<file path="src/design/assert_macros.svh">
// ----------------------------------------------------------------------------
// Assertion macros
// Shared concurrent assertion wrappers for the servo PWM design.
// ----------------------------------------------------------------------------
`ifndef ASSERT_MACROS_SVH
`define ASSERT_MACROS_SVH

// Checked at every rising edge of clk, not checked while rst is high.
`define MSP_ASSERT(label, prop, msg) \
  label: assert property (@(posedge clk) disable iff (rst) (prop)) else $error(msg);

// Checked at every rising edge of clk, reset included.
`define MSP_ASSERT_ALWAYS(label, prop, msg) \
  label: assert property (@(posedge clk) (prop)) else $error(msg);

`endif

</file>
<file path="src/design/msp_pkg.sv">
// ----------------------------------------------------------------------------
// msp_pkg
// Types, constants and helpers for the multi-channel servo PWM block.
// ----------------------------------------------------------------------------
`default_nettype none

package msp_pkg;

  localparam int CHANNELS   = 8;
  localparam int RESOLUTION = 1000;

  // Fixed field widths
  localparam int REQ_TYPE_W = 2;
  localparam int CHANNEL_W  = 3;
  localparam int POSITION_W = 8;
  localparam int PIN_W      = 8;

  // Derived widths
  localparam int CNT_W  = $clog2(RESOLUTION);
  localparam int IDX_W  = (CHANNELS > 1) ? $clog2(CHANNELS) : 1;
  localparam int USED_W = $clog2(CHANNELS + 1);

  // Pulse width mapping: ((pos * STEP) >> 8) + OFFSET
  localparam int STEP       = RESOLUTION / 10;
  localparam int OFFSET     = RESOLUTION / 40;
  localparam int STEP_W     = $clog2(STEP + 1);
  localparam int PROD_W     = POSITION_W + STEP_W;
  localparam int POS_CENTER = 128;

  typedef enum logic [REQ_TYPE_W-1:0] {
    REQ_TICK = 2'd0,
    REQ_SET  = 2'd1,
    REQ_ADD  = 2'd2,
    REQ_NOP  = 2'd3
  } req_type_t;

  typedef struct packed {
    req_type_t             req_type;
    logic [CHANNEL_W-1:0]  channel;
    logic [POSITION_W-1:0] position;
  } req_t;

  typedef struct packed {
    logic [PIN_W-1:0]     pin_levels;
    logic [CHANNEL_W-1:0] new_channel;
    logic                 error;
  } rsp_t;

  function automatic logic [CNT_W-1:0] pos_to_compare(input logic [POSITION_W-1:0] pos);
    logic [PROD_W-1:0] prod;
    logic [PROD_W-1:0] scaled;
    prod   = PROD_W'(pos) * PROD_W'(STEP);
    scaled = (prod >> 8) + PROD_W'(OFFSET);
    return scaled[CNT_W-1:0];
  endfunction

endpackage

`default_nettype wire

</file>
<file path="src/design/msp_req_if.sv">
// ----------------------------------------------------------------------------
// msp_req_if
// Request channel: valid/ready handshake with request fields.
// ----------------------------------------------------------------------------
`default_nettype none

interface msp_req_if;
  import msp_pkg::*;

  logic                  valid;
  logic                  ready;
  logic [REQ_TYPE_W-1:0] req_type;
  logic [CHANNEL_W-1:0]  channel;
  logic [POSITION_W-1:0] position;

  modport source (output valid, output req_type, output channel, output position,
                  input ready);
  modport sink   (input valid, input req_type, input channel, input position,
                  output ready);
endinterface

`default_nettype wire

</file>
<file path="src/design/msp_rsp_if.sv">
// ----------------------------------------------------------------------------
// msp_rsp_if
// Result channel: valid/ready handshake with result fields.
// ----------------------------------------------------------------------------
`default_nettype none

interface msp_rsp_if;
  import msp_pkg::*;

  logic                 valid;
  logic                 ready;
  logic [PIN_W-1:0]     pin_levels;
  logic [CHANNEL_W-1:0] new_channel;
  logic                 error;

  modport source (output valid, output pin_levels, output new_channel, output error,
                  input ready);
  modport sink   (input valid, input pin_levels, input new_channel, input error,
                  output ready);
endinterface

`default_nettype wire

</file>
<file path="src/design/msp_engine.sv">
// ----------------------------------------------------------------------------
// msp_engine
// Channel state (counter, compare table, levels) and per-item update logic.
// ----------------------------------------------------------------------------
`default_nettype none

`include "assert_macros.svh"

module msp_engine (
  input  wire logic          clk,
  input  wire logic          rst,
  input  wire logic          adv,
  input  wire msp_pkg::req_t req,
  output msp_pkg::rsp_t      rsp
);
  import msp_pkg::*;

  logic [CNT_W-1:0]  period_count, period_count_next;
  logic [CNT_W-1:0]  compare_table [CHANNELS];
  logic [CNT_W-1:0]  compare_table_next [CHANNELS];
  logic [CHANNELS-1:0] levels, levels_next;
  logic [USED_W-1:0] channels_used, channels_used_next;

  logic [CHANNELS:0]       run;
  logic [CNT_W-1:0]        tick_count;
  logic [IDX_W+CHANNEL_W-1:0] chan_pad;
  logic [IDX_W-1:0]        chan_idx;
  logic [IDX_W-1:0]        used_idx;

  // leading run of nonzero compares marks active channels
  always_comb begin
    run[0] = 1'b1;
    for (int i = 0; i < CHANNELS; i++) begin
      run[i+1] = run[i] & (compare_table[i] != '0);
    end
  end

  assign tick_count = (period_count == CNT_W'(RESOLUTION - 1)) ? '0 : period_count + 1'b1;
  assign chan_pad   = {IDX_W'(0), req.channel};
  assign chan_idx   = chan_pad[IDX_W-1:0];
  assign used_idx   = channels_used[IDX_W-1:0];

  always_comb begin
    period_count_next  = period_count;
    compare_table_next = compare_table;
    levels_next        = levels;
    channels_used_next = channels_used;
    rsp.new_channel    = '0;
    rsp.error          = 1'b0;
    unique case (req.req_type)
      REQ_TICK: begin
        period_count_next = tick_count;
        for (int i = 0; i < CHANNELS; i++) begin
          if (run[i+1]) begin
            if (tick_count == '0) begin
              levels_next[i] = 1'b1;
            end else if (tick_count == compare_table[i]) begin
              levels_next[i] = 1'b0;
            end
          end
        end
      end
      REQ_SET: begin
        if (32'(req.channel) < CHANNELS) begin
          compare_table_next[chan_idx] = pos_to_compare(req.position);
        end else begin
          rsp.error = 1'b1;
        end
      end
      REQ_ADD: begin
        if (32'(channels_used) < CHANNELS) begin
          compare_table_next[used_idx] = pos_to_compare(POSITION_W'(POS_CENTER));
          levels_next[used_idx]        = 1'b0;
          rsp.new_channel              = CHANNEL_W'(channels_used);
          channels_used_next           = channels_used + 1'b1;
        end else begin
          rsp.error = 1'b1;
        end
      end
      REQ_NOP: begin
      end
      default: begin
      end
    endcase
    // only channels 0..7 are visible
    rsp.pin_levels = PIN_W'(levels_next);
  end

  always_ff @(posedge clk) begin
    if (rst) begin
      period_count  <= '0;
      levels        <= '0;
      channels_used <= '0;
      for (int i = 0; i < CHANNELS; i++) begin
        compare_table[i] <= '0;
      end
    end else if (adv) begin
      period_count  <= period_count_next;
      levels        <= levels_next;
      channels_used <= channels_used_next;
      compare_table <= compare_table_next;
    end
  end

  `MSP_ASSERT(a_used_bound, 32'(channels_used) <= CHANNELS, "channels_used over limit")
  `MSP_ASSERT(a_cnt_bound, 32'(period_count) < RESOLUTION, "period_count over limit")
  `MSP_ASSERT(a_add_incr, adv && req.req_type == REQ_ADD && 32'(channels_used) < CHANNELS |=> channels_used == $past(channels_used) + 1'b1, "add did not claim channel")
  `MSP_ASSERT(a_tick_used, adv && req.req_type == REQ_TICK |=> $stable(channels_used), "tick changed channels_used")

endmodule

`default_nettype wire

</file>
<file path="src/design/multi_channel_servo_pwm_top.sv">
// Path: an accepted request goes through the input register, then the result register.
// Throughput: one item per cycle while the result is not stalled; each item is a single pass through the update logic.
// A stalled result holds the result register; the input register keeps taking one more item.
// Reset (rst, sync, active high): counter, compare table, levels and channel count cleared,
// both pipeline registers emptied.
// ----------------------------------------------------------------------------
// multi_channel_servo_pwm_top
// Servo pulse generator with tick, set-position and add-channel requests.
// ----------------------------------------------------------------------------
`default_nettype none

module multi_channel_servo_pwm_top (
  input  wire logic clk,
  input  wire logic rst,
  msp_req_if.sink   req,
  msp_rsp_if.source rsp
);
  import msp_pkg::*;

  // input register stage
  logic s1_valid;
  req_t s1_req;

  // result register stage
  logic out_valid;
  rsp_t out_rsp;

  rsp_t eng_rsp;
  logic adv;

  // item moves from input reg into state and result reg when result reg is free
  assign adv       = s1_valid && (!out_valid || rsp.ready);
  assign req.ready = !s1_valid || adv;

  always_ff @(posedge clk) begin
    if (rst) begin
      s1_valid <= 1'b0;
    end else if (req.ready) begin
      s1_valid <= req.valid;
    end
  end

  // payload captured without reset
  always_ff @(posedge clk) begin
    if (req.ready && req.valid) begin
      s1_req.req_type <= req_type_t'(req.req_type);
      s1_req.channel  <= req.channel;
      s1_req.position <= req.position;
    end
  end

  msp_engine u_engine (
    .clk (clk),
    .rst (rst),
    .adv (adv),
    .req (s1_req),
    .rsp (eng_rsp)
  );

  always_ff @(posedge clk) begin
    if (rst) begin
      out_valid <= 1'b0;
    end else if (adv) begin
      out_valid <= 1'b1;
    end else if (rsp.ready) begin
      out_valid <= 1'b0;
    end
  end

  always_ff @(posedge clk) begin
    if (adv) begin
      out_rsp <= eng_rsp;
    end
  end

  assign rsp.valid       = out_valid;
  assign rsp.pin_levels  = out_rsp.pin_levels;
  assign rsp.new_channel = out_rsp.new_channel;
  assign rsp.error       = out_rsp.error;

endmodule

`default_nettype wire
</file>
<file path="src/flat_wrapper.sv">
// flat-port wrapper written by rule: the top's interface ports become plain ports
module multi_channel_servo_pwm_top_flat import msp_pkg::*;
  (clk, rst, req_valid, req_req_type, req_channel, req_position, req_ready, rsp_valid, rsp_pin_levels, rsp_new_channel, rsp_error, rsp_ready);
  msp_req_if req_i ();
  msp_rsp_if rsp_i ();
  input  wire logic clk;
  input  wire logic rst;
  input wire logic [$bits(req_i.valid)-1:0] req_valid;
  input wire logic [$bits(req_i.req_type)-1:0] req_req_type;
  input wire logic [$bits(req_i.channel)-1:0] req_channel;
  input wire logic [$bits(req_i.position)-1:0] req_position;
  output wire logic [$bits(req_i.ready)-1:0] req_ready;
  output wire logic [$bits(rsp_i.valid)-1:0] rsp_valid;
  output wire logic [$bits(rsp_i.pin_levels)-1:0] rsp_pin_levels;
  output wire logic [$bits(rsp_i.new_channel)-1:0] rsp_new_channel;
  output wire logic [$bits(rsp_i.error)-1:0] rsp_error;
  input wire logic [$bits(rsp_i.ready)-1:0] rsp_ready;
  assign req_i.valid = req_valid;
  assign req_i.req_type = req_req_type;
  assign req_i.channel = req_channel;
  assign req_i.position = req_position;
  assign req_ready = req_i.ready;
  assign rsp_valid = rsp_i.valid;
  assign rsp_pin_levels = rsp_i.pin_levels;
  assign rsp_new_channel = rsp_i.new_channel;
  assign rsp_error = rsp_i.error;
  assign rsp_i.ready = rsp_ready;
  multi_channel_servo_pwm_top u_core (.clk(clk), .rst(rst), .req(req_i), .rsp(rsp_i));
endmodule
</file>
<file path="config.mk">
export PLATFORM = sky130hd
export DESIGN_NAME = multi_channel_servo_pwm_top_flat
export DESIGN_NICKNAME = d
export VERILOG_FILES = /design/src/design/msp_pkg.sv /design/src/design/msp_req_if.sv /design/src/design/msp_rsp_if.sv /design/src/design/msp_engine.sv /design/src/design/multi_channel_servo_pwm_top.sv /design/src/flat_wrapper.sv
export VERILOG_INCLUDE_DIRS = /design/src /design/src/design
export SDC_FILE = /design/constraint.sdc
export NUM_CORES = 1
export LEC_CHECK = 0
export BUFFER_PORTS_ARGS = -buffer_cell sky130_fd_sc_hd__buf_4
export CORE_MARGIN = 4
export CORE_UTILIZATION = 40
export DETAILED_ROUTE_END_ITERATION = 7
export GPL_TIMING_DRIVEN = 0
export HOLD_SLACK_MARGIN = 0.08
export SLEW_MARGIN = 20
export SYNTH_ARGS = -nofsm -noshare
export SYNTH_HDL_FRONTEND = slang
export SYNTH_SLANG_ARGS = --single-unit
export TNS_END_PERCENT = 5
</file>
<file path="constraint.sdc">
create_clock -name clk -period 4.7 [get_ports clk]
set_input_delay 0.94 -clock clk [delete_from_list [all_inputs] [get_ports clk]]
set_output_delay 0.94 -clock clk [all_outputs]
set_load 0.005 [all_outputs]
</file>
==> results.rst, run 1 <==
.. list-table::
   :header-rows: 1

   * - Metric
     - Value
   * - Leakage
     - 0.00324 uW
   * - Area enclosed by the die boundary
     - 22,300 um^2
   * - Crit path setup slack, layout
     - around 0.34 ns
   * - Number of detailed-routing iterations run before antenna repair
     - 8
   * - Cell area power density
     - 337 nW/um^2
   * - Detailed-placement wirelength estimate
     - around 21 mm
   * - DR DRC count
     - 0
   * - Clock transition at the register clock pins on the worst setup and hold paths after CTS
     - 0.06 ns
   * - Port Buffers
     - 30
   * - Max Freq
     - 229 MHz
   * - VDD IR-drop max
     - around 0.24 mV
   * - Grt total ovfl
     - 0
   * - Initial core utilization
     - 0.409
   * - Startpoint of the worst-slack reg-to-reg timing path
     - u_core.s1_req[3]$_DFFE_PP_
   * - Cell-internal power
     - between 2000 and 2500 uW
   * - CP peak stage delay
     - 0.66 ns
   * - Element type at the critical path end
     - flip-flop
   * - Number of non-filler instances in the completed layout
     - 1,264
   * - Async set or reset register ratio after synthesis
     - 0
   * - Number of cells upsized or downsized after cts
     - 0
   * - Most frequent cell on the critical path
     - ha_1
   * - Post-synthesis register bit count
     - between 100 and 150
   * - Total wire length after detailed routing
     - roughly 28 mm
   * - GRT met3 Usage
     - 0.0662
   * - Buffers inserted during post-CTS setup optimization
     - 0
   * - Crit Path Category
     - reg -> reg
   * - Placer Congestion
     - 1.01
   * - Post-placement cell count
     - 1,232
   * - Depth of the most critical reg-to-reg path
     - 14
   * - Hold-fix buffers, CTS
     - 0
   * - Max-Slew Margin vs Limit
     - 0.307
   * - Max Fanout on Critical Path
     - 8
   * - Met2 Track Usage GR
     - 0.386
   * - Total CTS buffers
     - 17
   * - Setup tns final
     - 0 ns
   * - Clk network pwr share
     - 0.391
   * - Share of synthesized area occupied by flip-flops and latches
     - 0.355
   * - Power share of the combinational group
     - 0.227
   * - Ys flop type
     - dfxtp_1
   * - Startpoint of the most critical setup path
     - u_core.s1_req[3]$_DFFE_PP_
   * - Clock tree skew after final layout
     - 0.00923 ns
   * - Final non-filler cell area
     - 9100 um^2
   * - Critical path required time
     - 4.99 ns
   * - Worst setup path end
     - u_core.u_engine.compare_table[5]$_SDFFE_PP0P_
   * - Crit start category
     - flip-flop
   * - Worst min-delay path category
     - reg -> reg
   * - Net count after synthesis
     - 987
   * - Number of inserted diodes
     - 0
   * - Number of global-route vias before repair
     - slightly above 7k
   * - Hold Fails Final Rpt
     - 0
   * - Placed inst area
     - 8570 um^2
   * - Unique cell type count in the Yosys netlist
     - 84
   * - Via count
     - 7,691
   * - Capture instance of the worst register-to-register path
     - u_core.u_engine.compare_table[5]$_SDFFE_PP0P_
   * - Slowest cell on crit path
     - a2111oi_1
   * - Synth Cell Area
     - ~8000 um^2
   * - Average cell area after synthesis
     - 8.52 um^2
   * - Net switching share of the total power
     - 0.346
   * - Overall track demand over capacity in global routing
     - 0.250
   * - Standard cell core area
     - 19,500 um^2
   * - Synth-to-Final Area Change
     - 14.0%
   * - Largest net degree at the start of global routing
     - 22
   * - CTS Root Cell
     - clkbuf_16
   * - Total of warnings raised by yosys
     - 0
   * - DR vias/cell
     - 6.08
   * - Worst Path Arrival
     - ~4.7 ns
   * - Count of max-cap constraint violations
     - 0
   * - Number of antenna-violating nets in the routed design
     - 0
   * - Clock tree from TritonCTS
     - done
   * - Register share of total power
     - 0.383
   * - Total net switching power
     - about 1100 uW
   * - Top delay family on crit path
     - adder cells
   * - Portion of the clock cycle consumed by the worst path in the final layout
     - 0.929
   * - Filler cell count
     - 1,966
   * - H-tree depth reported by CTS
     - 4
   * - First-pass GRT wire length
     - roughly 42 mm
   * - Worst Path Buf+Inv
     - 3
   * - Path length in cells of the critical path
     - 14
   * - Final routed wire length divided by cell count
     - ~22 um
   * - Layout cells sized above 1
     - 0.100
   * - Met1 usage in global routing
     - 0.332
   * - Final-report max-slew violation count
     - 0
   * - Total Nets Final
     - 1,036
   * - Iter 0 DRT Violations
     - ~1k
   * - Layer with the highest usage
     - met2
   * - Horizontal die dimension
     - ~150 um
   * - Standard-cell rows
     - 51
   * - Cells along the critical path
     - ha_1 -> ha_1 -> inv_1 -> fa_1 -> inv_1 -> ha_1 -> nor2_1 -> a2111oi_1 -> nor2_1 -> a211oi_1 -> xor2_1 -> nand2b_1 -> clkbuf_1 -> o31ai_1
   * - RSZ-0062 raised after global routing
     - no
   * - Tightest Pin Transition
     - a little over 1 ns
   * - Antenna violations before repair
     - 0
   * - Final setup violation count
     - 0
   * - Result of the run
     - finished, final reports clean
   * - Count of mapped cells out of synthesis
     - ~940
   * - Count of flip-flops with a built-in enable after synthesis
     - 25
   * - Io pins
     - 31
   * - Longest Clk Path Bufs
     - 2
   * - Die Ht
     - 149 um
   * - Dpl ws
     - 0.120 ns
   * - Sink count of the clock tree
     - 129
   * - Register-to-register setup slack
     - around 0.34 ns
   * - Hold depth
     - 1
   * - Final worst path period need
     - ~4.4 ns
   * - Clk Latency, worst-skew pair
     - between 0.4 and 0.5 ns
worst register-to-register path, cell delays in order, from the launching register on:
cell and delay (ns):
edfxtp_1 0.45, ha_1 0.33, ha_1 0.28, inv_1 0.05, fa_1 0.49, inv_1 0.04, ha_1 0.33, nor2_1 0.08
a2111oi_1 0.66, nor2_1 0.14, a211oi_1 0.50, xor2_1 0.12, nand2b_1 0.09, clkbuf_1 0.48, o31ai_1 0.17
Yosys cell counts (18+ instances only):
master / number / area share
a211oi_1: 36 / 0.034
a21oi_1: 38 / 0.024
a22oi_1: 34 / 0.032
and2_1: 26 / 0.020
clkbuf_1: 33 / 0.016
dfxtp_1: 104 / 0.26
edfxtp_1: 25 / 0.094
ha_1: 31 / 0.049
inv_1: 25 / 0.012
nand2_1: 67 / 0.032
nand2b_1: 18 / 0.014
nand3_1: 41 / 0.026
nor2_1: 124 / 0.058
nor3_1: 24 / 0.015
nor4_1: 28 / 0.022
o21ai_0: 24 / 0.015
xnor2_1: 34 / 0.037
xor2_1: 31 / 0.034
sequential cells by signal (all words and copies together), names as in the netlist:
signal,flops
u_core.s1_valid,1
u_core.u_engine.levels,8
u_core.s1_req,13
u_core.u_engine.period_count,10
u_core.u_engine.channels_used,4
u_core.rsp.valid,1
u_core.u_engine.compare_table,80
u_core.rsp.new_channel,3
u_core.rsp.pin_levels,8
u_core.rsp.error,1
how the worst min path moves through the flow:
stage	start	endpoint	slack, ns
CTS	u_core.u_engine.compare_table[78]$_SDFFE_PP0P_	u_core.u_engine.compare_table[78]$_SDFFE_PP0P_	0.50
detailed placement	u_core.u_engine.compare_table[78]$_SDFFE_PP0P_	u_core.u_engine.compare_table[78]$_SDFFE_PP0P_	0.49
finish	u_core.u_engine.compare_table[45]$_SDFFE_PP0P_	u_core.u_engine.compare_table[45]$_SDFFE_PP0P_	0.50
floorplan	u_core.u_engine.compare_table[8]$_SDFFE_PP0P_	u_core.u_engine.compare_table[8]$_SDFFE_PP0P_	0.45
global placement	u_core.u_engine.compare_table[55]$_SDFFE_PP0P_	u_core.u_engine.compare_table[55]$_SDFFE_PP0P_	0.49
global route	u_core.u_engine.compare_table[68]$_SDFFE_PP0P_	u_core.u_engine.compare_table[68]$_SDFFE_PP0P_	0.52
layout make-up:
| type | count | area, um^2 | share of cell area |
|---|---|---|---|
| Clock buffer | 17 | 425 | 0.0468 |
| Inverter | 26 | 97.6 | 0.0107 |
| Clock inverter | 15 | 95.1 | 0.0105 |
| Buffer | 48 | 214 | 0.0235 |
| Timing Repair Buffer | 30 | 225 | 0.0248 |
| Multi-Input combinational cell | 734 | 4880 | 0.536 |
| Tap cell | 265 | 332 | 0.0364 |
| Sequential cell | 129 | 2830 | 0.311 |
per-layer routing:
metal  wire length, um  share of wire
met1             11700           0.42
met4              1160          0.042
met2             12300           0.44
met3              2740          0.098
met5                 0              0
placed cells by master (no fill, tap or decap), types with 7 or more instances in the layout:
master	instances
or3_1	13
nand2_1	67
o21ai_0	24
nand2b_1	18
clkbuf_16	17
clkinv_2	7
a221oi_1	7
nor2b_1	10
clkbuf_1	33
nand3_1	41
inv_1	25
and2_1	26
dfxtp_1	104
a21o_1	7
a211oi_1	36
a22oi_1	34
nor4_1	28
buf_4	33
xor2_1	30
edfxtp_1	25
nor2_1	124
a21oi_1	38
nand4_1	10
o2111ai_1	7
nor3_1	24
ha_1	31
xnor2_1	31
stage by stage:
step                hold slack [ns]  total power [uW]   util
global route                  0.518              3150  0.466
global placement              0.490              1840  0.437
CTS                           0.503              3040  0.465
detailed placement            0.494              1870  0.439
floorplan                     0.451              1570      -
finish                        0.502              3060  0.466
power groups by stage:
stage / sequential [uW] / combinational [uW] / clock (uW)
after global routing: 1170 / 737 / 1240
after detailed placement: 1200 / 672 / 0
after global placement: 1190 / 646 / 0
final: 1170 / 694 / 1200
after floorplan: 1190 / 382 / 0
after CTS: 1170 / 677 / 1200
logic make-up after synthesis:
logic type / share of synthesized area
simple gates: 0.257
xor+xnor: 0.0811
buf+inv: 0.0390
compound gates: 0.204
fa+ha+maj: 0.0536
flops: 0.355
mux: 0.0105
No activity file was read; power rests on OpenSTA's default activity.
==> inputs of run 2 (changes only) <==
--- a/config.mk
+++ b/config.mk
@@ -8,8 +8,7 @@
 export LEC_CHECK = 0
 export BUFFER_PORTS_ARGS = -buffer_cell sky130_fd_sc_hd__buf_4
-export CORE_MARGIN = 4
+export CORE_MARGIN = 1
 export CORE_UTILIZATION = 40
 export DETAILED_ROUTE_END_ITERATION = 7
-export GPL_TIMING_DRIVEN = 0
 export HOLD_SLACK_MARGIN = 0.08
 export SLEW_MARGIN = 20
==> constraint.sdc (replaced) <==
create_clock -name clk -period 4.7 [get_ports clk]
set_input_delay 0.94 -clock clk [delete_from_list [all_inputs] [get_ports clk]]
set_output_delay 0.94 -clock clk [all_outputs]
set_load 0.05 [all_outputs]
==> run 2 against run 1 <==
Cell count is 1.5% lower; core utilization grew 0.47 points; die area fell by 7.9%; worst hold slack lost 0.011 ns; clock skew down 0.0024 ns; non-clock buffer count down 19; wire length is 5.6% lower; total power increased by 8.2%; clock power is 23% higher; register-to-register slack better by 0.02 ns; highest routed layer unchanged.
==> results.rst, run 2 (synthesis gave the netlist of run 1 again) <==
.. list-table::
   :header-rows: 1

   * - Metric
     - Value
   * - Placer Congestion
     - 0.941
   * - Area enclosed by the die boundary
     - 20,500 um^2
   * - Crit start category
     - flip-flop
   * - Synth-to-Final Area Change
     - 15.2%
   * - Most flop-heavy register
     - u_core.u_engine.compare_table
   * - Total wire length after detailed routing
     - ~26 mm
   * - Horizontal die dimension
     - 143 um
   * - Detailed-placement wirelength estimate
     - 19.4 mm
   * - First-pass GRT wire length
     - between 40 and 50 mm
   * - Initial core utilization
     - 0.409
   * - Cell-internal power
     - 2300 uW
   * - Final routed wire length divided by cell count
     - about 21 um
   * - Iter 0 DRT Violations
     - 710
   * - Result of the run
     - finished, final reports clean
   * - Total CTS buffers
     - 17
   * - Most frequent cell on the critical path
     - ha_1
   * - H-tree depth reported by CTS
     - 4
   * - Net switching share of the total power
     - 0.306
   * - Number of global-route vias before repair
     - 6,987
   * - Final worst path period need
     - 4.34 ns
   * - Max Fanout on Critical Path
     - 5
   * - Highest-count cells in the layout ignoring fill and taps
     - 124 x nor2_1, 104 x dfxtp_1, 67 x nand2_1, 59 x buf_4, 41 x nand3_1
   * - Number of cells upsized or downsized after cts
     - 0
   * - Filler cell count
     - 1,926
   * - Worst min-delay path category
     - reg -> reg
   * - Biggest regs
     - u_core.u_engine.compare_table (80), u_core.s1_req (13), u_core.u_engine.period_count (10)
   * - Via count
     - ~7.5k
   * - Max Freq
     - 230 MHz
   * - RSZ-0062 raised after global routing
     - no
   * - Worst slack on hold paths
     - 0.491 ns
   * - Setup tns final
     - 0 ns
   * - Standard cell core area
     - approximately 20,000 um^2
   * - Path length in cells of the critical path
     - 12
   * - Io pins
     - 31
   * - Number of detailed-routing iterations run before antenna repair
     - 5
   * - Max-Slew Margin vs Limit
     - 0.304
   * - Clock tree from TritonCTS
     - done
   * - Leakage
     - about 0.0033 uW
   * - Die Ht
     - 143 um
   * - Sink count of the clock tree
     - 129
   * - Port Buffers
     - 30
   * - Final-report max-slew violation count
     - 0
   * - Capture instance of the worst register-to-register path
     - u_core.u_engine.compare_table[14]$_SDFFE_PP0P_
   * - Longest Clk Path Bufs
     - 2
   * - Worst Path Buf+Inv
     - 1
   * - Cells along the critical path
     - ha_1 -> ha_1 -> fa_1 -> ha_1 -> nor3_1 -> a211oi_1 -> o311ai_0 -> a21oi_1 -> xnor2_1 -> buf_4 -> a22oi_1 -> nor2_1
   * - Clk Latency, worst-skew pair
     - about 0.43 ns
   * - Layout cells sized above 1
     - 0.116
   * - Number of antenna-violating nets in the routed design
     - 0
   * - Crit Path Category
     - reg -> reg
   * - Slowest cell on crit path
     - o311ai_0
   * - Standard-cell rows
     - between 50 and 60
   * - Cell area power density
     - 360 nW/um^2
   * - Worst setup path end
     - u_core.u_engine.compare_table[14]$_SDFFE_PP0P_
   * - Hold-fix buffers, CTS
     - 0
   * - Register share of total power
     - 0.356
   * - CTS Root Cell
     - clkbuf_16
   * - Startpoint of the worst-slack reg-to-reg timing path
     - u_core.s1_req[3]$_DFFE_PP_
   * - Most frequent standard cell in the layout excluding fill and tap cells
     - nor2_1
   * - Portion of the clock cycle consumed by the worst path in the final layout
     - 0.924
   * - Total net switching power
     - approximately 1000 uW
   * - DR vias/cell
     - 5.99
   * - Hold Fails Final Rpt
     - 0
   * - Clk network pwr share
     - 0.443
   * - Total Nets Final
     - ~1.0k
   * - Clock transition at the register clock pins on the worst setup and hold paths after CTS
     - around 0.06 ns
   * - Register-to-register setup slack
     - 0.36 ns
   * - Depth of the most critical reg-to-reg path
     - 12
   * - Antenna violations before repair
     - 0
   * - Startpoint of the most critical setup path
     - u_core.s1_req[3]$_DFFE_PP_
   * - Flip-flop count of the largest register after layout
     - 80
   * - Element type at the critical path end
     - flip-flop
   * - Top delay family on crit path
     - adder cells
   * - Buffers inserted during post-CTS setup optimization
     - 0
   * - Clock tree skew after final layout
     - ~0.0069 ns
   * - Largest net degree at the start of global routing
     - 75
   * - VDD IR-drop max
     - 0.234 mV
   * - Number of inserted diodes
     - 0
   * - Worst Path Arrival
     - 4.70 ns
   * - CP peak stage delay
     - 0.68 ns
   * - Power share of the combinational group
     - 0.201
   * - DR DRC count
     - 0
   * - Final setup violation count
     - 0
   * - Critical path required time
     - 5.06 ns
   * - Tightest Pin Transition
     - 1.04 ns
   * - Overall track demand over capacity in global routing
     - 0.266
   * - Count of max-cap constraint violations
     - 0
   * - Grt total ovfl
     - 0
## run 2: cell count changes in the layout (fill, tap and decap cells not counted), sizes merged
cell | previous run | this run
buf | 45 | 59
inv | 27 | 28
bufinv | 0 | 5
clkinvlp | 4 | 3
clkinv | 10 | 3
clkbuf | 50 | 19
## run 2: worst reg2reg max path, delay by kind of cell, from the launching register on
| kind | cells | cell delay, ns |
|---|---|---|
| adder cells (fa/ha/maj) | 4 | 1.45 |
| AO/OA/AOI/OAI | 4 | 1.04 |
| XOR/XNOR | 1 | 0.64 |
| AND/OR/NAND/NOR | 2 | 0.45 |
| flip-flops | 1 | 0.44 |
| buffers and inverters | 1 | 0.26 |
## run 2: power groups by stage
stage	combinational, uW	sequential (uW)	clock (uW)
6_report	666	1180	1470
5_1_grt	710	1180	1530
4_1_cts	661	1180	1480
3_5_place_dp	655	1200	0
3_3_place_gp	648	1200	0
2_1_floorplan	382	1200	0
## run 2: metrics by stage
step	worst slack [ns]	instances	utilization	power, uW	cell area [um^2]
detailed placement	0.415	1213	0.438	1860	8550
CTS	0.371	1245	0.471	3320	9190
floorplan	1.01	937	-	1590	7980
finish	0.359	1245	0.471	3310	9190
global placement	0.577	1213	0.438	1850	8550
global route	0.198	1245	0.471	3420	9190
## run 2: how the worst min path moves through the flow
stage          slack, ns  cells past startpoint                                            from                                              to
3_5_place_dp        0.48                      2  u_core.u_engine.compare_table[68]$_SDFFE_PP0P_  u_core.u_engine.compare_table[68]$_SDFFE_PP0P_
5_1_grt             0.52                      2  u_core.u_engine.compare_table[68]$_SDFFE_PP0P_  u_core.u_engine.compare_table[68]$_SDFFE_PP0P_
4_1_cts             0.49                      2  u_core.u_engine.compare_table[68]$_SDFFE_PP0P_  u_core.u_engine.compare_table[68]$_SDFFE_PP0P_
6_report            0.49                      2  u_core.u_engine.compare_table[68]$_SDFFE_PP0P_  u_core.u_engine.compare_table[68]$_SDFFE_PP0P_
2_1_floorplan       0.45                      2   u_core.u_engine.compare_table[8]$_SDFFE_PP0P_   u_core.u_engine.compare_table[8]$_SDFFE_PP0P_
3_3_place_gp        0.48                      2  u_core.u_engine.compare_table[68]$_SDFFE_PP0P_  u_core.u_engine.compare_table[68]$_SDFFE_PP0P_
## run 2: layer usage
metal  global-route usage  share of wire
met4                0.108          0.032
met2                0.425           0.45
met5                    0              0
met3               0.0513          0.061
met1                0.351           0.46
## run 2: area by class of cell
cell class / count / area [um^2] / share of cell area
Timing Repair Buffer: 59 / 443 / 0.0482
Tap cell: 265 / 332 / 0.0361
Inverter: 26 / 97.6 / 0.0106
Clock buffer: 19 / 433 / 0.0471
Multi-Input combinational cell: 734 / 4840 / 0.527
Sequential cell: 129 / 2830 / 0.308
Clock inverter: 13 / 209 / 0.0227
